**config.mk**
```make
export PLATFORM = sky130hd
export DESIGN_NAME = hme_divider
export DESIGN_NICKNAME = d
export VERILOG_FILES = /design/src/hw/rtl/hme_pkg.sv /design/src/hw/rtl/hme_divider.sv
export SDC_FILE = /design/constraint.sdc
export NUM_CORES = 1
export LEC_CHECK = 0
export BUFFER_PORTS_ARGS = -buffer_cell sky130_fd_sc_hd__buf_2
export CAP_MARGIN = 0
export CORE_MARGIN = 1.5
export CORE_UTILIZATION = 35
export CTS_CLUSTER_DIAMETER = 50
export CTS_CLUSTER_SIZE = 25
export DETAILED_ROUTE_END_ITERATION = 8
export PLACE_DENSITY = 0.58
export SKIP_CTS_REPAIR_TIMING = 1
export SYNTH_ARGS = -nofsm -noshare
export SYNTH_HDL_FRONTEND = slang
export SYNTH_SLANG_ARGS = --single-unit
```
**constraint.sdc**
```tcl
create_clock -name aclk -period 2.8 [get_ports aclk]
set_input_delay 0.28 -clock aclk [delete_from_list [all_inputs] [get_ports aclk]]
set_output_delay 0.28 -clock aclk [all_outputs]
set_load 0.005 [all_outputs]
```
**src/hw/rtl/hme_pkg.sv**
```systemverilog
`timescale 1ns / 1ps
`default_nettype none
package hme_pkg;
    localparam logic [1:0] OP_FIND   = 2'd0;
    localparam logic [1:0] OP_ADD    = 2'd1;
    localparam logic [1:0] OP_REMOVE = 2'd2;

    localparam logic [1:0] ST_OK       = 2'd0;
    localparam logic [1:0] ST_EXISTS   = 2'd1;
    localparam logic [1:0] ST_NOTFOUND = 2'd2;
    localparam logic [1:0] ST_FULL     = 2'd3;

    localparam logic [10:0] CAP_RESET = 11'd64;
    localparam int ADDR_CAPACITY = 0;

    typedef enum logic [3:0] {
        S_IDLE,
        S_DIV,
        S_FILL,
        S_SCAN_RD,
        S_SCAN_CMP,
        S_DECIDE,
        S_LAST_RD,
        S_LAST_WAIT,
        S_MOVE,
        S_DONE
    } state_t;

    typedef struct packed {
        logic start;
        logic busy;
        logic done;
    } div_ctl_t;
endpackage
`default_nettype wire

```
**src/hw/rtl/hme_divider.sv**
```systemverilog
`timescale 1ns / 1ps
`default_nettype none
// Restoring remainder unit: one quotient bit per cycle.
module hme_divider #(
    parameter int KEY_BITS = 32,
    parameter int DIV_BITS = 11
) (
    input  wire                 aclk,
    input  wire                 aresetn,
    input  wire                 start,
    input  wire [KEY_BITS-1:0]  dividend,
    input  wire [DIV_BITS-1:0]  divisor,
    output hme_pkg::div_ctl_t   ctl,
    output logic [DIV_BITS-1:0] remainder
);
    import hme_pkg::*;

    localparam int CW = $clog2(KEY_BITS + 1);

    logic [KEY_BITS-1:0] num_reg, num_next;
    logic [DIV_BITS:0]   rem_reg, rem_next;
    logic [DIV_BITS-1:0] den_reg, den_next;
    logic [CW-1:0]       cnt_reg, cnt_next;
    logic                busy_reg, busy_next;
    logic                done_reg, done_next;
    logic [DIV_BITS+1:0] trial;

    always_comb begin
        num_next  = num_reg;
        rem_next  = rem_reg;
        den_next  = den_reg;
        cnt_next  = cnt_reg;
        busy_next = busy_reg;
        done_next = 1'b0;
        trial     = {rem_reg, num_reg[KEY_BITS-1]} - {2'b00, den_reg};
        if (start) begin
            num_next  = dividend;
            den_next  = divisor;
            rem_next  = '0;
            cnt_next  = CW'(KEY_BITS);
            busy_next = 1'b1;
        end else if (busy_reg) begin
            if (!trial[DIV_BITS+1]) begin
                rem_next = trial[DIV_BITS:0];
            end else begin
                rem_next = {rem_reg[DIV_BITS-1:0], num_reg[KEY_BITS-1]};
            end
            num_next = num_reg << 1;
            cnt_next = cnt_reg - 1'b1;
            if (cnt_reg == CW'(1)) begin
                busy_next = 1'b0;
                done_next = 1'b1;
            end
        end
    end

    always_ff @(posedge aclk) begin
        num_reg <= num_next;
        rem_reg <= rem_next;
        den_reg <= den_next;
        cnt_reg <= cnt_next;
        if (!aresetn) begin
            busy_reg <= 1'b0;
            done_reg <= 1'b0;
        end else begin
            busy_reg <= busy_next;
            done_reg <= done_next;
        end
    end

    assign ctl.start = start;
    assign ctl.busy  = busy_reg;
    assign ctl.done  = done_reg;
    assign remainder = rem_reg[DIV_BITS-1:0];

    // The remainder never reaches the divisor.
    a_rem_lt: assert property (@(posedge aclk) disable iff (!aresetn)
        done_reg |-> (rem_reg < {1'b0, den_reg}))
        else $error("remainder not below divisor");
    a_no_overlap: assert property (@(posedge aclk) disable iff (!aresetn)
        done_reg |-> !busy_reg)
        else $error("divider done while busy");
    a_start_busy: assert property (@(posedge aclk) disable iff (!aresetn)
        start |=> busy_reg)
        else $error("divider did not start");
endmodule
`default_nettype wire

```
==> results.py, run 1 <==
metrics = {
    "outcome": {
        "status": "finished clean",
    },
    "sta": {
        "fin_crit_sh": 0.9084,
        "max_slew_margin": 0.6496,
        "worst-slew-pin-transition_ns": 0.5208,
        "rsz0062_at_grt": "no",
        "final_hold_vios": 0,
        "achievable-frequency_ghz": 0.3932,
        "finalWorstPathRequiredPeriod_ns": 2.543,
        "fin_tns_setup_ns": 0,
        "maxSlewViolCount": 0,
        "final.setup_skew_ns": 0.009361,
        "finalSetupViolations": 0,
    },
    "route": {
        "met1_length_um": 3082,
        "dr.pass1.iters": 4,
        "route.final.wire_length_um": 6507,
        "drt-vias-per-instance": 4.771,
        "drt-wirelength-per-cell_um": 13.70,
        "drtIter0Drc": 92,
        "final_antenna_net_count": 0,
        "top_sig_layer": "met4",
        "wl_met3_um": 398,
        "routed-via-count": 2266,
        "drc": 0,
        "met2WireLength_um": 2922,
    },
    "power_and_ir_drop": {
        "pwr_cell_area_nw_per_um2": 643.6,
        "switching_share": 0.2702,
        "share_seq_of_total_power": 0.459,
        "p_leak_nw": 1.614,
        "power_mw": 2.523,
        "netSwitchingPower_mw": 0.6818,
        "power.share.clock": 0.341,
        "vdd_drop_max_uv": 298.3,
        "intPower_mw": 1.841,
        "comb_power_share": 0.200,
    },
    "grt": {
        "grtUsageTotal": 0.1377,
        "initial_antenna_violation_count": 0,
        "wire_length_of_the_first_global_routing_pass_um": 10700,
        "largest_net_degree_at_the_start_of_global_routing": 51,
        "grt_pass1_vias": 2281,
        "overflow": 0,
    },
    "place": {
        "place_inst": 459,
        "place.gp.congestion": 0.8667,
        "dpl-instance-area_um2": 3696,
        "dp_hpwl_um": 4496,
        "port_buffers": 59,
    },
    "yosys": {
        "synth_area_um2": 3339,
        "synth_area_leaders": "edfxtp_1 39%, dfxtp_1 12%, mux2_2 10%",
        "synth_ff_type": "edfxtp_1",
        "yosys.cell_count.top_type": "edfxtp_1",
        "synth_xor_xnor_area_share": 0.02848,
        "synth-seq-area-share": 0.5066,
        "yosys-top-cells-count": "43 x edfxtp_1, 31 x mux2_2, 26 x nor2_1",
        "number_of_distinct_standard_cells_referenced_by_the_synthesized_netlist": 55,
        "synth_compound_gate_area_share": 0.1060,
        "synthCells": 290,
        "post_synth_edffs": 43,
        "synth_simple_gate_area_share": 0.1042,
        "synth_adder_area_share": 0.05470,
        "synth.ff_latch_count": 63,
        "synth.top_cell.area_share": 0.3867,
        "synth_top_family_by_area": "multiplexers",
        "share_of_cell_area_taken_by_muxes_after_synthesis": 0.1315,
        "synth_warnings": 0,
        "syn_nets": 350,
        "synthArstFlopShare": 0,
        "largest_area_contributor_in_the_synthesized_netlist": "edfxtp_1",
        "syn_area_per_cell_um2": 11.52,
    },
    "layout": {
        "area_added_between_synthesis_and_finish_pct": 17.38,
        "antenna_cells_inserted": 0,
        "drive_above_1_share": 0.3382,
        "largest_register_ffs": 32,
        "multiInputGateArea_um2": 1430,
        "ff_latch_area_um2": 1692,
        "layout.filler_cells": 908,
        "post_layout_nonfiller_instances": 475,
        "final_nets": 401,
        "utilization": 0.4242,
        "design_area_um2": 3920,
    },
    "cts": {
        "worst_setup_hold_path_clk_slew_ns": 0.07,
        "latest_clock_arrival_within_the_worst_skew_pair_ns": 0.33,
        "clockBufferDepth": 2,
        "clock-sinks": 63,
        "numCtsBuffers": 9,
        "cts_tree": "done",
        "cts.root.buffer_cell": "clkbuf_8",
        "h-tree-depth": 3,
    },
    "floorplanning": {
        "core.rowCount": 35,
        "fp.dieArea_um2": 10140,
        "start_util": 0.3614,
        "floorplan.die.height_um": 100.7,
        "io_pins": 60,
        "die_x_um": 100.7,
        "placeableCoreArea_um2": 9240,
    },
    "min_path": {
        "hold_path.class": "in2reg",
    },
    "setup_path": {
        "crit_type": "reg2reg",
        "cp-start-kind": "flip-flop",
        "critical_path.cell_chain": "inv_1 -> ha_1 -> inv_1 -> fa_1 -> a21oi_1 -> o22ai_1 -> o221ai_2 -> xnor2_4 -> mux2i_1 -> a211oi_2",
        "critical-path-max-stage-delay_ns": 0.41,
        "worst_ep_arrival_time_ns": 2.76,
        "crit_top_cell": "inv_1",
        "worst_ep_required_time_ns": 3.01,
        "critical_path.endpoint_type": "flip-flop",
        "critical_path.max_fanout": 14,
        "slowest_stage": "fa_1",
    },
    "job": {
        "timing.max_cap.violations": 0,
    },
}
==> power groups by stage <==
stage | clock, mW | sequential (mW) | combinational, mW
2_1_floorplan | 0 | 1.15 | 0.402
3_3_place_gp | 0 | 1.18 | 0.492
3_5_place_dp | 0 | 1.18 | 0.497
4_1_cts | 0.891 | 1.16 | 0.500
5_1_grt | 0.923 | 1.17 | 0.564
6_report | 0.861 | 1.16 | 0.504
==> area by class of cell <==
cell class | count | share of cell area
Tap cell | 129 | 0.04117
Clock inverter | 6 | 0.02170
Multi-Input combinational cell | 182 | 0.3648
Clock buffer | 10 | 0.03256
Sequential cell | 63 | 0.4315
Inverter | 21 | 0.02011
Timing Repair Buffer | 64 | 0.08809
==> cell families (layout without fill, tap and decap cells) <==
group | Yosys count | after routing
muxes | 40 | 40
and+or+nand+nor | 70 | 70
adders and majority gates | 14 | 14
buffers and inverters | 45 | 101
AOI/OAI and AO/OA | 48 | 48
xor gates and xnor gates | 10 | 10
DFF | 63 | 63
==> layer usage <==
layer	GRT usage	up-vias
li1	-	1144
met1	0.1757	1061
met2	0.2136	51
met3	0.04993	10
met4	0.05200	0
met5	0	-
==> critical path, delay by kind of cell, from the launching register on <==
| family | cells | cell delay (ns) |
|---|---|---|
| XOR/XNOR | 1 | 0.28 |
| AO/OA/AOI/OAI | 4 | 0.78 |
| multiplexers | 1 | 0.28 |
| flip-flops | 1 | 0.38 |
| adder cells (fa/ha/maj) | 2 | 0.58 |
| buffers and inverters | 2 | 0.13 |
==> worst paths after layout <==
kind	from	endpoint	slack, ns	cells after the start
max	num_reg[31]$_DFFE_PP_	rem_reg[5]$_SDFFE_PP0P_	0.26	10
min	divisor[2]	den_reg[2]$_DFFE_PP_	0.11	1
max reg2reg	num_reg[31]$_DFFE_PP_	rem_reg[5]$_SDFFE_PP0P_	0.26	10
min reg2reg	cnt_reg[1]$_SDFFE_PP0P_	cnt_reg[1]$_SDFFE_PP0P_	0.50	2
==> through the flow <==
step,hold slack (ns),setup slack (ns)
final,0.1144,0.2566
after global routing,0.09550,0.04457
after CTS,0.08904,0.1109
after detailed placement,0.4584,0.1381
after global placement,0.4578,0.2069
after floorplan,0.3789,0.4842
==> layout by cell type (no fill, tap or decap), types with 2 or more instances in the layout <==
master and n:
clkbuf_8 9, buf_4 4, mux2i_1 9, and2_1 2
nand3_1 6, xor2_1 2, ha_1 13, o311a_1 2
nor2_1 26, o21ai_0 8, mux2_2 31, o21a_1 2
buf_2 59, nand2b_1 4, edfxtp_1 43, nor4_1 3
nor2b_1 4, a21oi_1 8, inv_1 21, o21ai_1 2
nor4b_1 2, or3_1 2, o31ai_1 2, a31oi_1 2
nor3_1 2, nand2_1 12, xnor2_1 7, a211oi_1 6
bufinv_16 2, dfxtp_1 20
Power figures use the tool's default switching activity.
==> run 2: changes to the inputs <==
- ABC_AREA: default -> 1
==> run 2 against run 1 <==
Clock power grew 5.3%. Largest cell class unchanged. Count of clock-buffer cells in the layout decreased by 1. Sequential power barely moved.
==> results.py, run 2 <==
metrics = {
    "setup_path": {
        "r2r_setup_slk_ns": 0.66,
        "worst_ep_required_time_ns": 3.03,
        "cp-start-kind": "flip-flop",
        "cp-startpoint": "num_reg[31]$_DFFE_PP_",
        "crit_type": "reg2reg",
        "critical_path.max_fanout": 11,
        "critical_path.reg2reg.startpoint": "num_reg[31]$_DFFE_PP_",
        "worst_ep_arrival_time_ns": 2.37,
        "critical_path.reg2reg.endpoint": "rem_reg[2]$_SDFFE_PP0P_",
        "rr_worst_depth": 12,
        "critical_path.endpoint_type": "flip-flop",
    },
    "sta": {
        "maxSlewViolCount": 0,
        "worst-slew-pin-transition_ns": 0.9174,
        "min_hold_slack_ns": 0.1112,
        "fin_crit_sh": 0.7641,
        "final.setup_skew_ns": 0.01348,
        "achievable-frequency_ghz": 0.4674,
        "finalSetupViolations": 0,
        "final_hold_vios": 0,
        "rsz0062_at_grt": "no",
        "finalWorstPathRequiredPeriod_ns": 2.139,
        "max_slew_margin": 0.3861,
        "fin_tns_setup_ns": 0,
    },
    "cts": {
        "cts.root.buffer_cell": "clkbuf_8",
        "latest_clock_arrival_within_the_worst_skew_pair_ns": 0.34,
        "worst_setup_hold_path_clk_slew_ns": 0.08,
        "cts_tree": "done",
        "clock-sinks": 63,
        "numCtsBuffers": 9,
        "h-tree-depth": 3,
        "clockBufferDepth": 2,
    },
    "layout": {
        "design_area_um2": 4019,
        "post_layout_nonfiller_instances": 631,
        "area_added_between_synthesis_and_finish_pct": 15.91,
        "layout_common_cells": "197 x nand2_1, 59 x buf_2, 57 x inv_1, 43 x edfxtp_1, 21 x nand3_1",
        "final_nets": 553,
        "antenna_cells_inserted": 0,
        "largest_register_ffs": 32,
        "drive_above_1_share": 0.1847,
        "leading_cell_type_in_the_layout_fill_and_taps_excluded": "nand2_1",
    },
    "yosys": {
        "yosys.cell_count.top_type": "nand2_1",
        "synth.top_cell.area_share": 0.3724,
        "syn_nets": 504,
        "largest_area_contributor_in_the_synthesized_netlist": "edfxtp_1",
        "synth_warnings": 0,
        "synthCells": 444,
        "synthArstFlopShare": 0,
        "syn_area_per_cell_um2": 7.809,
        "synth_area_leaders": "edfxtp_1 37%, nand2_1 21%, dfxtp_1 12%",
        "post_synth_edffs": 43,
        "yosys-top-cells-count": "197 x nand2_1, 57 x inv_1, 43 x edfxtp_1",
        "synth-seq-area-share": 0.4879,
        "number_of_distinct_standard_cells_referenced_by_the_synthesized_netlist": 28,
        "synth_area_um2": 3467,
        "synth.ff_latch_count": 63,
        "synth_ff_type": "edfxtp_1",
    },
    "route": {
        "final_antenna_net_count": 0,
        "drt-vias-per-instance": 4.344,
        "drtIter0Drc": 87,
        "routed-via-count": 2741,
        "dr.pass1.iters": 4,
        "route.final.wire_length_um": 6877,
        "drt-wirelength-per-cell_um": 10.90,
        "drc": 0,
    },
    "power_and_ir_drop": {
        "vdd_drop_max_uv": 277.8,
        "comb_power_share": 0.209,
        "intPower_mw": 1.815,
        "p_leak_nw": 2.084,
        "pwr_cell_area_nw_per_um2": 646.6,
        "switching_share": 0.3016,
        "share_seq_of_total_power": 0.442,
        "power.share.clock": 0.349,
        "netSwitchingPower_mw": 0.7837,
    },
    "floorplanning": {
        "io_pins": 60,
        "floorplan.die.height_um": 102.5,
        "die_x_um": 102.5,
        "placeableCoreArea_um2": 9684,
        "core.rowCount": 36,
        "start_util": 0.3580,
        "fp.dieArea_um2": 10510,
    },
    "grt": {
        "overflow": 0,
        "groute.layer.met1.usage": 0.1895,
        "initial_antenna_violation_count": 0,
        "grt_util_met3": 0.03932,
        "groute.layer.met2.usage": 0.2236,
        "grt_busiest_layer": "met2",
        "wire_length_of_the_first_global_routing_pass_um": 11590,
        "grt_pass1_vias": 2545,
        "grtUsageTotal": 0.1416,
        "largest_net_degree_at_the_start_of_global_routing": 41,
    },
    "place": {
        "port_buffers": 59,
        "place_inst": 615,
        "dp_hpwl_um": 5022,
        "dpl-instance-area_um2": 3792,
        "place.gp.congestion": 0.8945,
    },
    "outcome": {
        "status": "finished clean",
    },
    "min_path": {
        "worst_hold_path.num_cells": 1,
        "hold_path.class": "in2reg",
        "min_delay_worst_endpoint": "den_reg[7]$_DFFE_PP_",
        "worst_min_delay_path_startpoint": "divisor[7]",
    },
    "job": {
        "timing.max_cap.violations": 0,
    },
}
## run 2: how the worst max path moves through the flow
stage | end | cells after the start
final | rem_reg[2]$_SDFFE_PP0P_ | 12
after global routing | rem_reg[3]$_SDFFE_PP0P_ | 12
after CTS | rem_reg[6]$_SDFFE_PP0P_ | 12
after detailed placement | rem_reg[6]$_SDFFE_PP0P_ | 12
after global placement | rem_reg[0]$_SDFFE_PP0P_ | 12
after floorplan | rem_reg[5]$_SDFFE_PP0P_ | 13
## run 2: through the flow
stage | total power, mW | utilization | setup WS [ns]
floorplan | 1.602 | - | 0.9064
global placement | 1.706 | 0.3916 | 0.7498
finish | 2.599 | 0.4150 | 0.6606
detailed placement | 1.714 | 0.3916 | 0.6781
CTS | 2.631 | 0.4150 | 0.6701
global route | 2.764 | 0.4150 | 0.4832
## run 2: area by class of cell
type                            count  area [µm²]
Timing Repair Buffer               63       325.3
Clock inverter                      7       102.6
Clock buffer                        9       123.9
Inverter                           62       232.7
Fill cell                        1014        5665
Tap cell                          133       166.4
Multi-Input combinational cell    294        1376
Sequential cell                    63        1692
## run 2: critical path, stage by stage (launching register included)
cell      delay [ns]
edfxtp_1        0.36
inv_1           0.08
ha_1            0.14
inv_1           0.08
fa_1            0.43
nand3_1         0.11
nand3_2         0.12
nand3_2         0.11
nand4_1         0.13
nand2_2         0.25
nand2_1         0.08
nand3_1         0.07
nand2_1         0.07
## run 2: logic make-up after synthesis
group,after synthesis,synth area share
AND/OR/NAND/NOR,258,0.3046
buffers and inverters,87,0.1151
flip-flops,63,0.4879
AO/OA/AOI/OAI,16,0.02454
adder cells (fa/ha/maj),14,0.05269
XOR/XNOR,6,0.01516
## run 2: power by group through the flow
stage	logic (mW)	clock network, mW	registers, mW
6_report	0.542	0.907	1.15
5_1_grt	0.630	0.972	1.16
4_1_cts	0.546	0.935	1.15
3_5_place_dp	0.543	0	1.17
3_3_place_gp	0.537	0	1.17
2_1_floorplan	0.445	0	1.16
## run 2: layer usage
metal | vias up | wire [µm]
li1 | 1460 | -
met1 | 1225 | 3335
met2 | 51 | 3169
met3 | 5 | 308
met4 | 0 | 63
met5 | - | 0
